<file path="src/rtl/mstp_pkg.sv">
// Shared constants, types and register codes of the motion skin tint pixel block.
package mstp_pkg;

    localparam int MAX_WIDTH  = 640;
    localparam int MAX_HEIGHT = 480;
    localparam int FRAC_BITS  = 8;

    localparam int NPIX   = MAX_WIDTH * MAX_HEIGHT;
    localparam int ADDR_W = $clog2(NPIX);

    localparam int X_W    = 10;
    localparam int Y_W    = 9;
    localparam int PIX_W  = 8;
    localparam int MEAN_W = PIX_W + FRAC_BITS;
    localparam int HOLD_W = 8;
    localparam int LIM_W  = 16;
    localparam int STEP_W = 8;
    localparam int SQ_W   = 2 * MEAN_W;

    localparam int CFG_IDX_W  = 3;
    localparam int CFG_DATA_W = 16;

    localparam logic [CFG_IDX_W-1:0] REG_FRAME_WIDTH  = 3'd0;
    localparam logic [CFG_IDX_W-1:0] REG_FRAME_HEIGHT = 3'd1;
    localparam logic [CFG_IDX_W-1:0] REG_DIFF_LIMIT   = 3'd2;
    localparam logic [CFG_IDX_W-1:0] REG_HOLD_FRAMES  = 3'd3;
    localparam logic [CFG_IDX_W-1:0] REG_TINT_STEP    = 3'd4;

    localparam logic [X_W-1:0]    RST_FRAME_WIDTH  = 10'd640;
    localparam logic [Y_W-1:0]    RST_FRAME_HEIGHT = 9'd480;
    localparam logic [LIM_W-1:0]  RST_DIFF_LIMIT   = 16'd50;
    localparam logic [HOLD_W-1:0] RST_HOLD_FRAMES  = 8'd1;
    localparam logic [STEP_W-1:0] RST_TINT_STEP    = 8'd10;

    localparam logic [MEAN_W-1:0] RST_MEAN = MEAN_W'(128) << FRAC_BITS;

    // Gray is the channel sum divided by three, done as a multiply by 683 / 2048.
    localparam int SUM_W      = PIX_W + 2;
    localparam int GRAY_SHIFT = 11;
    localparam int PROD_W     = SUM_W + GRAY_SHIFT - 1;
    localparam logic [PROD_W-1:0] GRAY_RECIP = PROD_W'(683);

    localparam logic [PIX_W-1:0] SKIN_RED_MIN   = 8'd95;
    localparam logic [PIX_W-1:0] SKIN_GREEN_MIN = 8'd40;
    localparam logic [PIX_W-1:0] SKIN_BLUE_MIN  = 8'd20;
    localparam logic [PIX_W-1:0] SKIN_SPREAD    = 8'd15;
    localparam logic [PIX_W-1:0] TINT_BLUE      = 8'd255;

    typedef struct packed {
        logic [X_W-1:0]    frame_width;
        logic [Y_W-1:0]    frame_height;
        logic [LIM_W-1:0]  diff_limit;
        logic [HOLD_W-1:0] hold_frames;
        logic [STEP_W-1:0] tint_step;
    } cfg_t;

    typedef struct packed {
        logic              mask;
        logic [HOLD_W-1:0] hold;
        logic [MEAN_W-1:0] mean;
    } entry_t;

    localparam int ENTRY_W = 1 + HOLD_W + MEAN_W;

    typedef struct packed {
        logic              en;
        logic [ADDR_W-1:0] addr;
    } mem_rd_t;

    typedef struct packed {
        logic              en;
        logic [ADDR_W-1:0] addr;
        entry_t            data;
    } mem_wr_t;

endpackage

</file>
<file path="src/rtl/mstp_cfg_regs.sv">
// Configuration registers with their reset values and a plain write port.
module mstp_cfg_regs (
    input  logic                               clk,
    input  logic                               rst_n,
    input  logic                               cfg_write_en,
    input  logic [mstp_pkg::CFG_IDX_W-1:0]     cfg_index,
    input  logic [mstp_pkg::CFG_DATA_W-1:0]    cfg_data,
    output mstp_pkg::cfg_t                     cfg
);

    mstp_pkg::cfg_t cfg_reg;
    mstp_pkg::cfg_t cfg_next;

    always_comb
    begin
        cfg_next = cfg_reg;
        if (cfg_write_en)
        begin
            unique case (cfg_index)
                mstp_pkg::REG_FRAME_WIDTH:
                    cfg_next.frame_width = cfg_data[mstp_pkg::X_W-1:0];
                mstp_pkg::REG_FRAME_HEIGHT:
                    cfg_next.frame_height = cfg_data[mstp_pkg::Y_W-1:0];
                mstp_pkg::REG_DIFF_LIMIT:
                    cfg_next.diff_limit = cfg_data[mstp_pkg::LIM_W-1:0];
                mstp_pkg::REG_HOLD_FRAMES:
                    cfg_next.hold_frames = cfg_data[mstp_pkg::HOLD_W-1:0];
                mstp_pkg::REG_TINT_STEP:
                    cfg_next.tint_step = cfg_data[mstp_pkg::STEP_W-1:0];
                default:
                    cfg_next = cfg_reg;
            endcase
        end
    end

    always_ff @(posedge clk or negedge rst_n)
    begin
        if (!rst_n)
        begin
            cfg_reg.frame_width  <= mstp_pkg::RST_FRAME_WIDTH;
            cfg_reg.frame_height <= mstp_pkg::RST_FRAME_HEIGHT;
            cfg_reg.diff_limit   <= mstp_pkg::RST_DIFF_LIMIT;
            cfg_reg.hold_frames  <= mstp_pkg::RST_HOLD_FRAMES;
            cfg_reg.tint_step    <= mstp_pkg::RST_TINT_STEP;
        end
        else
        begin
            cfg_reg <= cfg_next;
        end
    end

    assign cfg = cfg_reg;

endmodule

</file>
<file path="config.mk">
export PLATFORM = sky130hd
export DESIGN_NAME = mstp_cfg_regs
export DESIGN_NICKNAME = d
export VERILOG_FILES = /design/src/rtl/mstp_pkg.sv /design/src/rtl/mstp_cfg_regs.sv
export SDC_FILE = /design/constraint.sdc
export NUM_CORES = 1
export LEC_CHECK = 0
export BUFFER_PORTS_ARGS = -buffer_cell sky130_fd_sc_hd__buf_4
export CORE_ASPECT_RATIO = 1.4
export CORE_MARGIN = 4
export CORE_UTILIZATION = 51
export CTS_BUF_LIST = sky130_fd_sc_hd__clkbuf_2
export DETAILED_ROUTE_END_ITERATION = 12
export PLACE_DENSITY = 0.79
export SETUP_SLACK_MARGIN = 0.05
export SLEW_MARGIN = 25
export SYNTH_ARGS = -nofsm -noshare
export SYNTH_HDL_FRONTEND = slang
export SYNTH_SLANG_ARGS = --single-unit
</file>
<file path="constraint.sdc">
create_clock -name clk -period 0.9 [get_ports clk]
set_input_delay 0.09 -clock clk [delete_from_list [all_inputs] [get_ports clk]]
set_output_delay 0.09 -clock clk [all_outputs]
set_load 0.02 [all_outputs]
</file>
* Yosys cells after proc, flatten, opt, wreduce, memory -nomap -nowiden
Index checks and enable logic that the tools add are counted.
** Operators by class
- Eq/ne operators :: 4
- Shift operators :: 0
- Divide/modulo/power cells :: 0
- $mul :: 0
- Order comparisons :: 0
- $add $sub $neg :: 0
- Multiplexer cells :: 0
- Reductions and logical operators :: 6
- Bitwise logic cells :: 0
** Operator list (count)
- AND reduction 2 bit :: 5
- equality test 3 x 2 -> 1 bit, second input constant :: 2
- equality test 3 x 1 -> 1 bit, second input constant :: 1
- equality test 3 bit, second input constant :: 1
- logical NOT 3 bit :: 1
** Storage, ports and cells
- Memories kept :: 0
- Flip-flop bits (word level) :: 51
- Bits in latches :: 0
- ROM bits :: 0
- Bits of input ports :: 22
- Bits in writable memories :: 0
- Output and inout port bits :: 51
- Logic and storage cells :: 15

* Logic depth before layout (Yosys ltp)
Gate-level depths: netlist of run 1.
- Depth after elaboration :: 2
- Mapped depth :: 4
- Gate-level depth less buffers :: 2

* Least setup slack after synthesis of run 1
Ideal clock, no wire load.
- Path kind :: input port to flip-flop
- Start :: input port cfg_index[2] (netlist name)
- End :: register cfg_reg, in the netlist cfg[22]
- Path slack :: -0.126 ns
- Stages :: 4
- Path buffers :: 2
- Data required time :: 0.775 ns
- Setup time :: 0.125 ns
- Data arrival time :: 0.901 ns
- Cells stage by stage :: and4bb_1 -> buf_6 -> buf_12 -> mux2_4
** Between the ends
- Longest elaborated chain between the ends :: 2
** RTL lines
- start, declared :: line mstp_cfg_regs.sv:6 : input logic [mstp_pkg::CFG_IDX_W-1:0] cfg_index,
- equality test 3 x 2 -> 1 bit :: line mstp_cfg_regs.sv:19 : unique case (cfg_index)
- AND reduction 2 bit (no source line)
- end signal, assigned :: line mstp_cfg_regs.sv:48 : cfg_reg <= cfg_next;
- end, declared :: line mstp_cfg_regs.sv:11 : mstp_pkg::cfg_t cfg_reg;
Every way passes these cells.
A chain may end at the register's enable or synchronous reset.

* Worst setup path after layout of run 1
- Start :: register cfg_reg, in the netlist cfg[48]
- End :: output port cfg[48] (netlist name)
** RTL lines
- end, declared :: line mstp_cfg_regs.sv:8 : output mstp_pkg::cfg_t cfg
No word-level cell between the ends.

==> results of run 1 <==
-- Yosys cell counts, drive strengths merged --
master / number
dfstp: 12
nor4b: 1
nand4b: 1
dfrtp: 39
buf: 5
mux2: 51
and4bb: 3
-- cell type report --
cell class	instances	area [um2]	share of cell area (%)
Clock buffer	5	25.02	0.7163
Clock inverter	3	38.79	1.110
Multi-Input combinational cell	56	793.3	22.71
Sequential cell	51	1291	36.96
Tap cell	42	52.55	1.504
Timing Repair Buffer	127	1292	37.00
-- path summary, 6_finish.rpt --
kind / startpoint / to / slack, ps / cells past startpoint
worst max-delay path: cfg[48] / cfg[48] / -330 / 1
worst min-delay path: rst_n / cfg[29] / 150 / 3
worst max register to register: cfg[5] / cfg[5] / -120 / 3
worst min register to register: cfg[12] / cfg[12] / 570 / 1
max in group asynchronous: rst_n / cfg[20] / 430 / 3
min in group clk: cfg_index[2] / cfg[43] / 260 / 4
-- metal layers --
metal  part of all wire, %  track usage (%)
met1                    34            28.03
met2                    56            43.86
met3                   6.9            7.154
met4                   2.5            9.111
met5                     0                0
-- through the flow --
step / power (W) / TNS (ps) / instance area [um2]
2_1_floorplan: 0.004529 / -2229 / 2146
4_1_cts: 0.007579 / -12100 / 3381
5_1_grt: 0.008259 / -15110 / 3493
3_5_place_dp: 0.005680 / -13130 / 2794
6_report: 0.007954 / -11390 / 3493
3_3_place_gp: 0.005616 / -11870 / 2794
-- cells by family (layout without fill, tap and decap cells) --
group | count (synthesis) | after routing
and+or+nand+nor | 5 | 5
muxes | 51 | 51
DFF | 51 | 51
buffers and inverters | 5 | 135
-- what timing repair did --
| action | CTS | global route |
|---|---|---|
| cloned | 0 | 0 |
| buffers inserted | 21 | 14 |
| hold buffers | 17 | 0 |
| gates resized for setup | 52 | 18 |
| endpoints found under the setup margin | 51 | 73 |
| hold endpoints to repair | 102 | 0 |
-- power by group through the flow --
stage	Clock [W]	Sequential, W	Combinational [W]
finish	0.00115	0.00336	0.00344
global route	0.00126	0.00341	0.00359
CTS	0.00117	0.00326	0.00315
detailed placement	0	0.00323	0.00245
global placement	0	0.00320	0.00241
floorplan	0	0.00382	0.000707
==> impl_results.md, run 1 <==
- Routability cong.: 0.7729
- Final ANT Viol Nets: 0
- Reg clk slew, reported paths: 260 ps
- Root Driver: clkbuf_2
- Reg power frac: 42.3%
- H-tree level count: 2
- TritonCTS Buffers: 5
- Fin util: 93.38%
- Clock Latency Late Sink: 400 ps
- Hold WC Path Type: in2async
- Worst clock skew: 0 ps
- # setup viols final: 72
- Simple-Gate Fraction of Synth Area: 3.045%
- Core area: 0.003741 mm2
- Max stage delay on crit path: 620 ps
- Distinct cells, synth: 12
- Via/cell ratio: 5.398
- DIE AREA: 0.005031 mm2
- Pwr dens: 2277 mW/mm2
- Post-Route WL: 6.857 mm
- Clk pwr share: 14.5%
- Global Route Usage Sum: 24.95%
- Sw frac: 31.81%
- Site Rows: 26
- Buf+Inv Stages, Crit Path: 1
- Number of global-route vias before repair: 1,665
- Share of Yosys cell area claimed by the top area cell type: 48.48%
- Initial DRC count: 50
- Final period util: 136.6%
- CTS Buffer Depth: 2
- Most frequent cells in the layout: buf_6, dfrtp_1, mux2_4, buf_4, dlygate4sd3_1
- Starting density of the core: 53.81%
- Pint: 0.005424 W
- I/O pins: 73
- Critical path's slowest cell: dfstp_2
- Largest register FFs: 51
- Startpoint Class: flop
- Hold slack: 150.4 ps
- Via count: 1,533
- LEAKAGE: 1.685 nW
- P&R area growth vs syn: 73.52%
- Most common cell after layout, fill and taps aside: buf_6
- Syn Nets: 134
- Worst-path cell chain: buf_6
- Diode count: 0
- Routed WL per cell: 24.14 um
- Final #Nets: 263
- Complex-gate fraction of the synthesized area: 0%
- Die span in y: 82.34 um
- CTS tree: yes
- Port bufs: 72
- Max VDD drop: 1654 uV
- Post-DP HPWL: 3.371 mm
- Cells after synthesis: 112
- CP endpoint kind: output port
- Slew Viols, Final: 0
- Largest family of logic cells by synthesized area: multiplexers
- First-pass GRT wire length: 8.887 mm
- Placed Instances: 232
- DR pass1 iterations: 4
- Largest delay contributor family on the critical path: flip-flops
- Crit Path Max Fanout: 2
- Multiplexer area fraction after synthesis: 30.39%
- Fin. Hold Viols: 0
- Largest net degree at the start of global routing: 52
- Synth Register Bits: 51
- WS Path Type: reg2out
- Worst slew pin tran: 380.5 ps
- # Max-Cap Violations: 0
- Tmin final: 1229 ps
- RSZ-0062 raised after global routing: true
- Failing checks: negative setup slack
- Layout cells sized above 1: 76.03%
- Avg Inst Size Synth: 17.97 um2
- Xor and xnor area share after synthesis: 0%
- Area leader, netlist: dfrtp_1
- Adder-Cell Fraction of Synth Area: 0%
- Die width: 61.10 um
- Pre-CTS setup slack: -318.4 ps
- Ys Warns: 0
- Overflow after GRT: 0
- Seq/Total Area, Yosys: 64.14%
- CTS sink cnt: 51
- Initial antenna violation count: 0
- Cell Count, Final, Fillers Out: 284
- Slew headroom: 74.54%
- Final setup margin: -329.3 ps
- Status: finished, violations left
- Arr. time, crit path: 1140 ps
- Combinational Power Share: 43.3%
- Max Freq: 813.4 MHz
- Post-Synthesis Cell Area: 0.002013 mm2
- Residual DRC: 0
- Largest cells by area after synthesis: dfrtp_1, mux2_2, dfstp_2
- CP required: 810 ps
- Filler Cells Inserted: 100
- Switching power: 0.002530 W
No activity file was read; power rests on OpenSTA's default activity.
==> inputs of run 2 (changes only) <==
--- a/config.mk
+++ b/config.mk
@@ -6,12 +6,14 @@
 export NUM_CORES = 1
 export LEC_CHECK = 0
 export BUFFER_PORTS_ARGS = -buffer_cell sky130_fd_sc_hd__buf_4
+export CELL_PAD_IN_SITES_DETAIL_PLACEMENT = 0
+export CELL_PAD_IN_SITES_GLOBAL_PLACEMENT = 1
 export CORE_ASPECT_RATIO = 1.4
 export CORE_MARGIN = 4
-export CORE_UTILIZATION = 51
+export CORE_UTILIZATION = 41
 export CTS_BUF_LIST = sky130_fd_sc_hd__clkbuf_2
 export DETAILED_ROUTE_END_ITERATION = 12
-export PLACE_DENSITY = 0.79
+export PLACE_DENSITY = 0.78
 export SETUP_SLACK_MARGIN = 0.05
 export SLEW_MARGIN = 25
 export SYNTH_ARGS = -nofsm -noshare
==> run 2 against run 1 <==
The flow still finishes with violations (negative setup slack); hold slack worse by 92 ps; register-to-register slack better by 100 ps; maximum frequency down 1.4%; setup slack worse by 18 ps; utilization down 18 points; sequential share of layout area down 0.066 points; first-iteration DRC count down 38%; sequential power down 1%; non-clock buffer count down 2; clock power about the same; global-route usage down 7.5 points; total power down 2.4%; critical path type unchanged; largest power group is now sequential cells; highest routed layer unchanged.
==> impl_results.md, run 2 (synthesized netlist as in run 1, its figures left out) <==
- Final period util: 138.5%
- Worst clock skew: 0 ps
- Worst R2R Setup Slack: -20 ps
- Routed WL per cell: 17.37 um
- P&R area growth vs syn: 73.83%
- Fin. Hold Viols: 0
- Post-Route WL: 5.247 mm
- Max VDD drop: 1402 uV
- Slew headroom: 74.95%
- Critical path's slowest cell: dfstp_2
- Pre-CTS setup slack: -311.1 ps
- Largest net degree at the start of global routing: 24
- # Max-Cap Violations: 0
- Tmin final: 1247 ps
- Final setup margin: -346.9 ps
- Pwr dens: 2219 mW/mm2
- Hold WC Path Type: in2async
- Reg clk slew, reported paths: 260 ps
- Clock Latency Late Sink: 410 ps
- WL met1: 2.014 mm
- # setup viols final: 69
- DIE AREA: 0.006111 mm2
- First-pass GRT wire length: 8.142 mm
- Via/cell ratio: 4.712
- CP endpoint kind: output port
- Filler Cells Inserted: 310
- Status: finished, violations left
- CTS Buffer Depth: 2
- Port bufs: 72
- Routability cong.: 0.7551
- Final ANT Viol Nets: 0
- Number of global-route vias before repair: 1,578
- Layout cells sized above 1: 76.25%
- DR WL met3: 303 um
- CTS sink cnt: 51
- LEAKAGE: 1.672 nW
- Max stage delay on crit path: 620 ps
- Residual DRC: 0
- Global Route Usage Sum: 17.46%
- WS Path Type: reg2out
- Buf+Inv Stages, Crit Path: 1
- Most frequent cells in the layout: buf_6, dfrtp_1, mux2_4, buf_4, dlygate4sd3_1
- Root Driver: clkbuf_2
- Site Rows: 29
- I/O pins: 73
- Crit Path Max Fanout: 2
- Worst slew pin tran: 374.3 ps
- Placed Instances: 252
- Failing checks: negative setup slack
- Worst-path cell chain: buf_6
- Slew Viols, Final: 0
- Die span in y: 90.91 um
- CP required: 810 ps
- RSZ-0062 raised after global routing: true
- Startpoint Class: flop
- Via count: 1,423
- Arr. time, crit path: 1160 ps
- TritonCTS Buffers: 5
- CP startpoint: cfg[39]
- Final #Nets: 261
- Met2 Wirelength: 2.879 mm
- Largest register FFs: 51
- Diode count: 0
- Top sig layer: met4
- Worst reg2reg path depth: 2
- Die width: 67.22 um
- Largest delay contributor family on the critical path: flip-flops
- Worst reg2reg path endpoint: cfg[25]
- Initial antenna violation count: 0
- Starting density of the core: 43.35%
- Most common cell after layout, fill and taps aside: buf_6
- DR pass1 iterations: 3
- CTS tree: yes
- Max Freq: 802.0 MHz
- Cell Count, Final, Fillers Out: 302
- Overflow after GRT: 0
- Reg-to-reg critical path startpoint: cfg[25]
- Initial DRC count: 31
- H-tree level count: 2
- Post-DP HPWL: 3.334 mm
- Core area: 0.004644 mm2
run 2: per-stage QoR:
step / hold WS (ps) / TNS, ps / utilization [%] / power, W / cell area, um2
floorplan: -205.6 / -2229 / - / 0.004529 / 2146
global placement: -9.278 / -12090 / 60.70 / 0.005626 / 2819
detailed placement: -2.533 / -13080 / 60.70 / 0.005678 / 2819
CTS: 38.36 / -12470 / 72.93 / 0.007578 / 3387
global route: 26.90 / -15350 / 75.35 / 0.008123 / 3500
finish: 58.88 / -11300 / 75.35 / 0.007764 / 3500
run 2: cell type report:
cell class / count / area [um2] / share of cell area [%]
sequential: 51 / 1291 / 36.90
multi-input combinational: 56 / 793.3 / 22.67
clock inverter: 2 / 37.54 / 1.073
timing repair buffer: 125 / 1270 / 36.29
clock buffer: 6 / 30.03 / 0.8581
tap: 62 / 77.57 / 2.217
run 2: layer usage:
layer	up-vias	GRT usage, %
met3	5	3.985
met2	43	31.83
met4	0	3.553
met5	-	0
li1	656	-
met1	719	20.29
run 2: worst max-delay path by stage:
stage	cells past startpoint	endpoint
4_1_cts	1	cfg[38]
3_3_place_gp	4	cfg[18]
5_1_grt	1	cfg[39]
2_1_floorplan	4	cfg[22]
6_report	1	cfg[39]
3_5_place_dp	4	cfg[16]
run 2: timing repair:
action                                 4_1_cts  5_1_grt
hold buffers                                17        0
resized for setup                           52       16
setup endpoints to repair                   51       69
endpoints found under the hold margin       99        0
pin swaps                                    0        0
setup buffers                               18       12
run 2: report_power, final:
| part | internal (W) | total [W] | switching [W] | leakage [nW] |
|---|---|---|---|---|
| Combinational | 0.00204 | 0.00329 | 0.00124 | 1.04 |
| Sequential | 0.00288 | 0.00331 | 0.000425 | 0.594 |
| Clock | 0.000480 | 0.00117 | 0.000689 | 0.0392 |
