**src/rtl/mstp_pkg.sv**
```systemverilog
// Shared constants, types and register codes of the motion skin tint pixel block.
package mstp_pkg;

    localparam int MAX_WIDTH  = 640;
    localparam int MAX_HEIGHT = 480;
    localparam int FRAC_BITS  = 8;

    localparam int NPIX   = MAX_WIDTH * MAX_HEIGHT;
    localparam int ADDR_W = $clog2(NPIX);

    localparam int X_W    = 10;
    localparam int Y_W    = 9;
    localparam int PIX_W  = 8;
    localparam int MEAN_W = PIX_W + FRAC_BITS;
    localparam int HOLD_W = 8;
    localparam int LIM_W  = 16;
    localparam int STEP_W = 8;
    localparam int SQ_W   = 2 * MEAN_W;

    localparam int CFG_IDX_W  = 3;
    localparam int CFG_DATA_W = 16;

    localparam logic [CFG_IDX_W-1:0] REG_FRAME_WIDTH  = 3'd0;
    localparam logic [CFG_IDX_W-1:0] REG_FRAME_HEIGHT = 3'd1;
    localparam logic [CFG_IDX_W-1:0] REG_DIFF_LIMIT   = 3'd2;
    localparam logic [CFG_IDX_W-1:0] REG_HOLD_FRAMES  = 3'd3;
    localparam logic [CFG_IDX_W-1:0] REG_TINT_STEP    = 3'd4;

    localparam logic [X_W-1:0]    RST_FRAME_WIDTH  = 10'd640;
    localparam logic [Y_W-1:0]    RST_FRAME_HEIGHT = 9'd480;
    localparam logic [LIM_W-1:0]  RST_DIFF_LIMIT   = 16'd50;
    localparam logic [HOLD_W-1:0] RST_HOLD_FRAMES  = 8'd1;
    localparam logic [STEP_W-1:0] RST_TINT_STEP    = 8'd10;

    localparam logic [MEAN_W-1:0] RST_MEAN = MEAN_W'(128) << FRAC_BITS;

    // Gray is the channel sum divided by three, done as a multiply by 683 / 2048.
    localparam int SUM_W      = PIX_W + 2;
    localparam int GRAY_SHIFT = 11;
    localparam int PROD_W     = SUM_W + GRAY_SHIFT - 1;
    localparam logic [PROD_W-1:0] GRAY_RECIP = PROD_W'(683);

    localparam logic [PIX_W-1:0] SKIN_RED_MIN   = 8'd95;
    localparam logic [PIX_W-1:0] SKIN_GREEN_MIN = 8'd40;
    localparam logic [PIX_W-1:0] SKIN_BLUE_MIN  = 8'd20;
    localparam logic [PIX_W-1:0] SKIN_SPREAD    = 8'd15;
    localparam logic [PIX_W-1:0] TINT_BLUE      = 8'd255;

    typedef struct packed {
        logic [X_W-1:0]    frame_width;
        logic [Y_W-1:0]    frame_height;
        logic [LIM_W-1:0]  diff_limit;
        logic [HOLD_W-1:0] hold_frames;
        logic [STEP_W-1:0] tint_step;
    } cfg_t;

    typedef struct packed {
        logic              mask;
        logic [HOLD_W-1:0] hold;
        logic [MEAN_W-1:0] mean;
    } entry_t;

    localparam int ENTRY_W = 1 + HOLD_W + MEAN_W;

    typedef struct packed {
        logic              en;
        logic [ADDR_W-1:0] addr;
    } mem_rd_t;

    typedef struct packed {
        logic              en;
        logic [ADDR_W-1:0] addr;
        entry_t            data;
    } mem_wr_t;

endpackage

```
**src/rtl/mstp_pixel_pipe.sv**
```systemverilog
// Three-stage pixel pipeline: state read, mean update, mask update with tint and output.
module mstp_pixel_pipe (
    input  logic                          clk,
    input  logic                          rst_n,
    input  mstp_pkg::cfg_t                cfg,
    input  logic                          clearing,
    input  logic                          in_valid,
    output logic                          in_ready,
    input  logic [mstp_pkg::X_W-1:0]      x_pos,
    input  logic [mstp_pkg::Y_W-1:0]      y_pos,
    input  logic [mstp_pkg::PIX_W-1:0]    blue_in,
    input  logic [mstp_pkg::PIX_W-1:0]    green_in,
    input  logic [mstp_pkg::PIX_W-1:0]    red_in,
    output logic                          out_valid,
    input  logic                          out_ready,
    output logic [mstp_pkg::PIX_W-1:0]    blue_out,
    output logic [mstp_pkg::PIX_W-1:0]    green_out,
    output logic [mstp_pkg::PIX_W-1:0]    red_out,
    output logic                          moving,
    output logic                          skin,
    output mstp_pkg::mem_rd_t             rd_req,
    input  mstp_pkg::entry_t              rd_data,
    output mstp_pkg::mem_wr_t             wr_req
);

    localparam int W = mstp_pkg::PIX_W;

    logic                          adv;
    logic                          accept;
    logic                          in_range_in;
    logic                          border_in;
    logic [mstp_pkg::ADDR_W-1:0]   addr_in;
    logic [mstp_pkg::SUM_W-1:0]    sum_in;
    logic [mstp_pkg::PROD_W-1:0]   prod_in;
    logic [W-1:0]                  gray_in;

    logic                          a_valid_reg;
    logic [mstp_pkg::ADDR_W-1:0]   a_addr_reg;
    logic                          a_in_range_reg;
    logic                          a_border_reg;
    logic [W-1:0]                  a_blue_reg;
    logic [W-1:0]                  a_green_reg;
    logic [W-1:0]                  a_red_reg;
    logic [W-1:0]                  a_gray_reg;

    logic                          a_fwd_b;
    logic                          a_fwd_w;
    logic [mstp_pkg::MEAN_W-1:0]   a_mean;
    logic [mstp_pkg::HOLD_W-1:0]   a_hold;
    logic                          a_mask;
    logic [mstp_pkg::MEAN_W-1:0]   a_gray_fx;
    logic [mstp_pkg::MEAN_W-1:0]   a_diff;
    logic [mstp_pkg::MEAN_W:0]     a_mean_sum;
    logic [W-1:0]                  a_max;
    logic [W-1:0]                  a_min;
    logic [W-1:0]                  a_gap;
    logic                          a_skin_test;
    logic                          a_skin;

    logic                          b_valid_reg;
    logic [mstp_pkg::ADDR_W-1:0]   b_addr_reg;
    logic                          b_in_range_reg;
    logic                          b_skin_reg;
    logic [W-1:0]                  b_blue_reg;
    logic [W-1:0]                  b_green_reg;
    logic [W-1:0]                  b_red_reg;
    logic [mstp_pkg::MEAN_W-1:0]   b_diff_reg;
    logic [mstp_pkg::MEAN_W-1:0]   b_mean_reg;
    logic [mstp_pkg::HOLD_W-1:0]   b_hold_reg;
    logic                          b_mask_reg;

    logic                          b_fwd_w;
    logic [mstp_pkg::HOLD_W-1:0]   b_hold_old;
    logic                          b_mask_old;
    logic [mstp_pkg::SQ_W-1:0]     b_sq;
    logic [mstp_pkg::SQ_W-1:0]     b_lim;
    logic                          b_still;
    logic [mstp_pkg::HOLD_W-1:0]   b_hold_new;
    logic                          b_mask_new;
    logic                          b_moving;
    logic                          b_tint;

    logic                          out_valid_reg;
    logic [W-1:0]                  blue_out_reg;
    logic [W-1:0]                  green_out_reg;
    logic [W-1:0]                  red_out_reg;
    logic                          moving_reg;
    logic                          skin_reg;

    logic                          wh_valid_reg;
    logic [mstp_pkg::ADDR_W-1:0]   wh_addr_reg;
    mstp_pkg::entry_t              wh_data_reg;

    // The whole pipeline moves together whenever the output register is empty or being taken.
    assign adv      = !out_valid_reg || out_ready;
    assign in_ready = adv && !clearing;
    assign accept   = in_valid && in_ready;

    assign in_range_in = (32'(x_pos) < mstp_pkg::MAX_WIDTH)
                       && (32'(y_pos) < mstp_pkg::MAX_HEIGHT);
    assign addr_in     = mstp_pkg::ADDR_W'(y_pos) * mstp_pkg::ADDR_W'(mstp_pkg::MAX_WIDTH)
                       + mstp_pkg::ADDR_W'(x_pos);
    assign border_in   = (x_pos == '0) || (y_pos == '0)
                       || ((11'(x_pos) + 11'd1) >= 11'(cfg.frame_width))
                       || ((10'(y_pos) + 10'd1) >= 10'(cfg.frame_height))
                       || !in_range_in;

    assign sum_in  = mstp_pkg::SUM_W'(blue_in) + mstp_pkg::SUM_W'(green_in)
                   + mstp_pkg::SUM_W'(red_in);
    assign prod_in = mstp_pkg::PROD_W'(sum_in) * mstp_pkg::GRAY_RECIP;
    assign gray_in = prod_in[mstp_pkg::GRAY_SHIFT +: W];

    assign rd_req.en   = accept && in_range_in;
    assign rd_req.addr = addr_in;

    always_ff @(posedge clk or negedge rst_n)
    begin
        if (!rst_n)
        begin
            a_valid_reg   <= 1'b0;
            b_valid_reg   <= 1'b0;
            out_valid_reg <= 1'b0;
            wh_valid_reg  <= 1'b0;
        end
        else if (adv)
        begin
            a_valid_reg   <= accept;
            b_valid_reg   <= a_valid_reg;
            out_valid_reg <= b_valid_reg;
            wh_valid_reg  <= wr_req.en;
        end
    end

    always_ff @(posedge clk)
    begin
        if (adv)
        begin
            a_addr_reg     <= addr_in;
            a_in_range_reg <= in_range_in;
            a_border_reg   <= border_in;
            a_blue_reg     <= blue_in;
            a_green_reg    <= green_in;
            a_red_reg      <= red_in;
            a_gray_reg     <= gray_in;
        end
    end

    // The memory read missed the write made at the same edge and the one still in the mask stage.
    assign a_fwd_b = b_valid_reg && b_in_range_reg && (b_addr_reg == a_addr_reg);
    assign a_fwd_w = wh_valid_reg && (wh_addr_reg == a_addr_reg);

    always_comb
    begin
        priority if (a_fwd_b)
        begin
            a_mean = b_mean_reg;
        end
        else if (a_fwd_w)
        begin
            a_mean = wh_data_reg.mean;
        end
        else
        begin
            a_mean = rd_data.mean;
        end
    end

    assign a_hold = a_fwd_w ? wh_data_reg.hold : rd_data.hold;
    assign a_mask = a_fwd_w ? wh_data_reg.mask : rd_data.mask;

    assign a_gray_fx  = mstp_pkg::MEAN_W'(a_gray_reg) << mstp_pkg::FRAC_BITS;
    assign a_diff     = (a_mean >= a_gray_fx) ? (a_mean - a_gray_fx) : (a_gray_fx - a_mean);
    assign a_mean_sum = (mstp_pkg::MEAN_W + 1)'(a_mean) + (mstp_pkg::MEAN_W + 1)'(a_gray_fx);

    always_comb
    begin
        a_max = a_red_reg;
        if (a_green_reg > a_max)
        begin
            a_max = a_green_reg;
        end
        if (a_blue_reg > a_max)
        begin
            a_max = a_blue_reg;
        end
        a_min = a_red_reg;
        if (a_green_reg < a_min)
        begin
            a_min = a_green_reg;
        end
        if (a_blue_reg < a_min)
        begin
            a_min = a_blue_reg;
        end
    end

    assign a_gap = (a_red_reg > a_green_reg) ? (a_red_reg - a_green_reg)
                                             : (a_green_reg - a_red_reg);
    assign a_skin_test = (a_red_reg > mstp_pkg::SKIN_RED_MIN)
                      && (a_green_reg > mstp_pkg::SKIN_GREEN_MIN)
                      && (a_blue_reg > mstp_pkg::SKIN_BLUE_MIN)
                      && ((a_max - a_min) > mstp_pkg::SKIN_SPREAD)
                      && (a_gap > mstp_pkg::SKIN_SPREAD)
                      && (a_red_reg > a_green_reg)
                      && (a_red_reg > a_blue_reg);
    assign a_skin = a_border_reg || a_skin_test;

    always_ff @(posedge clk)
    begin
        if (adv)
        begin
            b_addr_reg     <= a_addr_reg;
            b_in_range_reg <= a_in_range_reg;
            b_skin_reg     <= a_skin;
            b_blue_reg     <= a_blue_reg;
            b_green_reg    <= a_green_reg;
            b_red_reg      <= a_red_reg;
            b_diff_reg     <= a_diff;
            b_mean_reg     <= a_mean_sum[mstp_pkg::MEAN_W:1];
            b_hold_reg     <= a_hold;
            b_mask_reg     <= a_mask;
        end
    end

    // The previous item's mask and counter are only final at the edge that moved this one here.
    assign b_fwd_w    = wh_valid_reg && (wh_addr_reg == b_addr_reg);
    assign b_hold_old = b_fwd_w ? wh_data_reg.hold : b_hold_reg;
    assign b_mask_old = b_fwd_w ? wh_data_reg.mask : b_mask_reg;

    assign b_sq    = mstp_pkg::SQ_W'(b_diff_reg) * mstp_pkg::SQ_W'(b_diff_reg);
    assign b_lim   = mstp_pkg::SQ_W'(cfg.diff_limit) << (2 * mstp_pkg::FRAC_BITS);
    assign b_still = (b_sq <= b_lim);

    always_comb
    begin
        b_hold_new = b_hold_old;
        b_mask_new = b_mask_old;
        if (!b_still)
        begin
            b_mask_new = 1'b1;
            b_hold_new = cfg.hold_frames;
        end
        else if (b_hold_old == '0)
        begin
            b_mask_new = 1'b0;
        end
        else
        begin
            b_hold_new = b_hold_old - mstp_pkg::HOLD_W'(1);
        end
    end

    assign b_moving = b_in_range_reg && b_mask_new;
    assign b_tint   = b_moving && !b_skin_reg;

    assign wr_req.en        = adv && b_valid_reg && b_in_range_reg;
    assign wr_req.addr      = b_addr_reg;
    assign wr_req.data.mask = b_mask_new;
    assign wr_req.data.hold = b_hold_new;
    assign wr_req.data.mean = b_mean_reg;

    always_ff @(posedge clk)
    begin
        if (adv)
        begin
            wh_addr_reg   <= wr_req.addr;
            wh_data_reg   <= wr_req.data;
            blue_out_reg  <= b_tint ? mstp_pkg::TINT_BLUE : b_blue_reg;
            green_out_reg <= b_tint ? (b_green_reg + cfg.tint_step) : b_green_reg;
            red_out_reg   <= b_tint ? (b_red_reg + cfg.tint_step) : b_red_reg;
            moving_reg    <= b_moving;
            skin_reg      <= b_skin_reg;
        end
    end

    assign out_valid = out_valid_reg;
    assign blue_out  = blue_out_reg;
    assign green_out = green_out_reg;
    assign red_out   = red_out_reg;
    assign moving    = moving_reg;
    assign skin      = skin_reg;

`ifndef SYNTHESIS
    a_fwd_reaches_b: assert property (@(posedge clk) disable iff (!rst_n)
        (adv && wr_req.en && a_valid_reg && a_in_range_reg && (a_addr_reg == wr_req.addr))
        |=> (wh_valid_reg && (wh_addr_reg == b_addr_reg) && b_valid_reg))
        else $error("Write to a pixel is not visible to the next request for it.");
    a_tint_shape: assert property (@(posedge clk) disable iff (!rst_n)
        (out_valid_reg && moving_reg && !skin_reg) |-> (blue_out_reg == mstp_pkg::TINT_BLUE))
        else $error("Tinted pixel left without full blue.");
    a_empty_while_clearing: assert property (@(posedge clk) disable iff (!rst_n)
        clearing |-> (!a_valid_reg && !b_valid_reg && !wr_req.en))
        else $error("Pipeline active during the clearing sweep.");
`endif

endmodule

```
**config.mk**
```make
export PLATFORM = sky130hd
export DESIGN_NAME = mstp_pixel_pipe
export DESIGN_NICKNAME = d
export VERILOG_FILES = /design/src/rtl/mstp_pkg.sv /design/src/rtl/mstp_pixel_pipe.sv
export SDC_FILE = /design/constraint.sdc
export NUM_CORES = 1
export LEC_CHECK = 0
export ABC_AREA = 1
export BUFFER_PORTS_ARGS = -buffer_cell sky130_fd_sc_hd__buf_4
export CAP_MARGIN = 20
export CORE_MARGIN = 2
export CORE_UTILIZATION = 62
export DETAILED_ROUTE_END_ITERATION = 6
export HOLD_SLACK_MARGIN = 0.12
export PLACE_DENSITY_LB_ADDON = 0.2
export SLEW_MARGIN = 10
export SYNTH_ARGS = -nofsm -noshare
export SYNTH_HDL_FRONTEND = slang
export SYNTH_SLANG_ARGS = --single-unit
```
**constraint.sdc**
```tcl
create_clock -name clk -period 12.3 [get_ports clk]
set_input_delay 3.69 -clock clk [delete_from_list [all_inputs] [get_ports clk]]
set_output_delay 3.69 -clock clk [all_outputs]
set_load 0.005 [all_outputs]
```
Word level (Yosys, flattened, before mapping) --
Index checks and enable logic that the tools add are counted.
Storage, ports and cells: memories 0, input bits 124, output and inout port bits 93, flip-flop bits (word level) 213, logic and storage cells 116, memory bits (read-only) 0, memory bits (writable) 0, bits in latches 0
Operators by class: reduce and logical (&&, ||, !) cells 31, $lt $le $gt $ge 17, bitwise operators 0, equality and inequality tests 3, mux-type cells 18, $mul 3, div/mod/pow operators 0, shift operators 0, add/subtract/negate cells 14
Operator list (number):
- 8-bit two-way mux | 11
- 19-bit == test | 3
- 16-bit two-way mux | 3
- 8-bit greater-than comparator | 4
- 32-bit <= comparator | 1
- 16-bit by 16-bit multiplier with 32-bit output | 1
- 16-bit subtractor | 2
- 8-bit subtractor | 3
- 19-bit by 10-bit adder with 19-bit output | 1
- 10-bit by 10-bit multiplier with 19-bit output, second input constant | 1
- 1-bit logical AND | 18
- 16-bit by 16-bit adder with 17-bit output | 1
- 8-bit adder | 2
- 16-bit greater-or-equal comparator | 1
- 8-bit by 4-bit greater-than comparator with 1-bit output, second input constant | 2
- 8-bit less-than comparator | 2
- 9-bit by 3-bit multiplier with 12-bit output, second input constant | 1
- 10-bit by 1-bit adder with 11-bit output, second input constant | 1
- 11-bit by 10-bit greater-or-equal comparator with 1-bit output | 1
- 9-bit by 1-bit adder with 10-bit output, second input constant | 1
- 9-bit by 8-bit adder with 10-bit output | 1
- 10-bit by 9-bit greater-or-equal comparator with 1-bit output | 1
- 10-bit zero test | 1
- 10-bit less-than comparator, second input constant | 1
- other kinds (11) | 22

Depth between registers and ports, before layout --
depth in word-level cells 11, gate-level depth with buffers 42, depth with buffers taken out 39

Least setup slack after synthesis --
OpenSTA, ideal clock, no wires.
path type register to output, start reg b_diff_reg[9] in the netlist's numbering, end out wr_req[24] in the netlist's numbering, arrival time 7123 ps, setup slack 1487 ps, stages on the path, launching flop included 37, buffers on the path 4, cell sequence edfxtp_1 -> clkbuf_1 -> clkbuf_1 -> nand2_1 -> fa_1 -> fa_1 -> inv_1 -> fa_1 -> inv_1 -> fa_1 -> fa_1 -> fa_1 -> inv_1 -> ha_1 -> nand2_1 -> nor2_1 -> nand2_1 -> o211ai_1 -> a21boi_0 -> o21bai_1 -> a21oi_1 -> o21ai_0 -> nand2_1 -> nand2_1 -> ha_1 -> nand4_1 -> nor2_1 -> nand4_1 -> nand3b_1 -> nor2_1 -> nand3b_1 -> nor2_1 -> nand3_1 -> nand2_1 -> nand2_4 -> buf_4 -> buf_4
Between the ends: longest elaborated chain between the ends 3
RTL lines:
- start: declaration | RTL line mstp_pixel_pipe.sv:67 | logic [mstp_pkg::MEAN_W-1:0] b_diff_reg;
- start signal: assignment | RTL line mstp_pixel_pipe.sv:218 | b_diff_reg <= a_diff;
- 16-bit by 16-bit multiplier with 32-bit output | RTL line mstp_pixel_pipe.sv:230 | assign b_sq = mstp_pkg::SQ_W'(b_diff_reg) * mstp_pkg::SQ_W'(b_diff_reg);
- 32-bit <= comparator | RTL line mstp_pixel_pipe.sv:232 | assign b_still = (b_sq <= b_lim);
- 1-bit two-way mux | RTL line mstp_pixel_pipe.sv:238 | if (!b_still)
- end: declaration | RTL line mstp_pixel_pipe.sv:23 | output mstp_pkg::mem_wr_t wr_req
Every way passes these cells.

==> summary.txt <==
Setup path
  – Slowest-stage cell, CP: fa_1
  – Reg2reg end: blue_out[3]$_SDFFCE_PP1N_
  – R2R setup slack: 4010 ps
  – Crit end category: output pin
  – Crit path kind: reg2out
  – Crit path top cell by count: fa_1
  – CP Buf/Inv Count: 7
  – Crit path launch type: register
  – Worst reg2reg path depth: 37
  – WP data arrival: 8280 ps
  – Max incr delay on CP: 540 ps
  – CP top delay family: adder cells
  – Crit path max fanout: 8
  – FF-to-FF Start: b_diff_reg[4]$_DFFE_PN_
  – Worst path required time: 8610 ps

Finish
  – Fillers: between 3k and 4k
  – Final Core Density: between 70 and 80%
  – Share of layout cells above drive strength 1: approximately an eighth
  – Max reg flops: 25
  – Most common cell after layout, fill and taps aside: nand2_1
  – Nets: between 3k and 4k
  – Layout Cells excl Fill: around 3.7k
  – Area growth, synth to finish: 14.1%
  – Most frequent cells in the layout: nand2_1 (646), inv_1 (590), ha_1 (296), buf_4 (281), edfxtp_1 (209)

Global routing
  – Total Routing Usage GR: 30.8%
  – Antenna violations before repair: 1
  – Largest net degree at the start of global routing: between 150 and 200
  – Vias in the first global route: between 20k and 25k
  – Global-route wire length before repair: 101000 µm
  – Total grt overflow: 0

Worst hold path
  – HP Class: reg2reg
  – Hold path start: a_in_range_reg$_DFFE_PN_
  – WHS Endpoint: b_in_range_reg$_DFFE_PN_
  – Hold Path Cell Cnt: 0

Clock network
  – CTS tree: built
  – CTS max path bufs: 3
  – Cts hold-fix bufs: 0
  – Clk_lat worst skew: 560 ps
  – TritonCTS sink count: 213
  – Clock-pin slew on the worst setup and hold paths: 60 ps
  – CTS root buffer: clkbuf_16
  – # H-tree levels: 1
  – CTS Buf Count: 24

Synth
  – Syn Area/Cell: 8.40 µm²
  – Flops & latches, synth: between 200 and 250
  – Syn Std Cell Area: 0.0241 mm²
  – Syn. warnings: 0
  – Post-synthesis sequential area ratio: 26.4%
  – Post-Synthesis Cells: 2874
  – Asr flop ratio synth: 1.88%
  – Synthesized Nets: 3503
  – Main flop type after synthesis: edfxtp_1
  – Synth cell types: 54
  – Post-synth EDFFs: 209

Timing
  – Setup-failing EPs final: 0
  – Final worst-path cycle share: between 90% and 100%
  – Slew Viols, Final: 0
  – FMAX: 83.5 MHz
  – Final hold vios: 0
  – Tmin final: about 12000 ps
  – Final setup margin: 331 ps
  – Slew margin rel.: 30.3%
  – Worst-margin pin slew: ~1000 ps
  – Clock Skew: ~29 ps
  – Final setup TNS: 0 ps

Floorplanning
  – Cell row count: 72
  – # IOs: 217
  – Die span in y: between 200 and 250 µm
  – Die width: 201 µm
  – Die Area: between 0.04 and 0.05 mm²
  – Initial core utilization: 62.6%
  – Core area: 0.0386 mm²

Place
  – Detailed placer's ending HPWL: 50300 µm
  – Buffers on Ports: 216
  – Final GP Congestion: 0.936
  – Pre-CTS setup slack: 364 ps
  – DP Cell Count: 3551

Flow run
  – Max-cap violations: 0

Drt
  – Residual DRC count: 0
  – Post-DR wirelength/cell: 17.0 µm
  – DR iter-0 viols: roughly 1.2k
  – Final ANT Viol Nets: 0
  – Via count: 19.9k
  – TritonRoute pass-1 iters: 5
  – WL final: 62100 µm
  – Drt via density: about 5.4

Status
  – Outcome: complete, no violations
## worst reg2reg max path: cells and delay by family, from the launching register on
family / cells / cell delay, ps
buffers and inverters: 7 / 850
AND/OR/NAND/NOR: 17 / 2270
AO/OA/AOI/OAI: 5 / 730
flip-flops: 1 / 430
adder cells (fa/ha/maj): 8 / 3710
## cell type report
type	count	area [µm²]	share of cell area (%)
Multi-Input combinational cell	1995	15300	55.5
Inverter	605	2280	8.28
Clock inverter	13	161	0.586
Tap cell	518	648	2.35
Timing Repair Buffer	282	2130	7.73
Clock buffer	31	667	2.42
Sequential cell	213	6380	23.1
Antenna cell	1	2.50	0.00908
## what timing repair did
action,4_1_cts,5_1_grt
setup endpoints to repair,8,9
gates resized for setup,0,24
pin swaps,0,4
buffers inserted,43,19
## per-layer routing
layer  up-vias  share of wire [%]  global-route usage, %
met5         -                  0                      0
met1      9484                 41                   38.9
met3       156                4.9                   3.11
met4         0                3.9                   11.8
li1       9629                  -                      -
met2       627                 50                   54.7
## synth_stat cells (7+ instances only)
cell / instances / share of area [%]
nand3_1: 76 / 1.6
nor3_1: 21 / 0.44
nor2_1: 177 / 2.8
xor2_1: 91 / 3.3
xnor2_1: 36 / 1.3
o21bai_1: 9 / 0.28
edfxtp_1: 209 / 26
ha_1: 300 / 16
inv_1: 593 / 9.2
a21oi_1: 128 / 2.7
nand4_1: 65 / 1.7
clkbuf_1: 41 / 0.64
o21ai_0: 112 / 2.3
nand2_1: 651 / 10
fa_1: 205 / 17
o211ai_1: 11 / 0.34
buf_4: 10 / 0.31
a31oi_1: 9 / 0.23
inv_2: 11 / 0.17
nand3b_1: 7 / 0.22
or2_2: 13 / 0.34
a211oi_1: 9 / 0.28
a21o_1: 7 / 0.22
## per-stage QoR
stage          area (µm²)  hold WS [ps]
2_1_floorplan       24100           400
3_3_place_gp        26100           403
3_5_place_dp        26100           408
4_1_cts             27300           422
5_1_grt             27600           433
6_report            27600           425
## worst max-delay path by stage
stage / start / end / slack (ps) / cells after the start
final: b_diff_reg[4]$_DFFE_PN_ / wr_req[20] / 330 / 36
after global routing: b_diff_reg[2]$_DFFE_PN_ / wr_req[20] / -60 / 36
after CTS: b_diff_reg[12]$_DFFE_PN_ / wr_req[17] / 2 / 30
after detailed placement: b_diff_reg[8]$_DFFE_PN_ / wr_req[17] / 360 / 34
after global placement: b_diff_reg[8]$_DFFE_PN_ / wr_req[17] / 580 / 34
after floorplan: b_diff_reg[9]$_DFFE_PN_ / wr_req[24] / 1490 / 36
## kinds of logic after synthesis
group / after synthesis / share of synthesized area [%]
buf+inv: 666 / 10.7
flops: 213 / 26.4
simple gates: 1050 / 18.5
compound gates: 311 / 7.12
mux: 2 / 0.0933
xor+xnor: 127 / 4.61
fa+ha+maj: 505 / 32.5
Power is not shown: default switching activity piles up to over one toggle a cycle in this logic, so the estimate is an artifact.
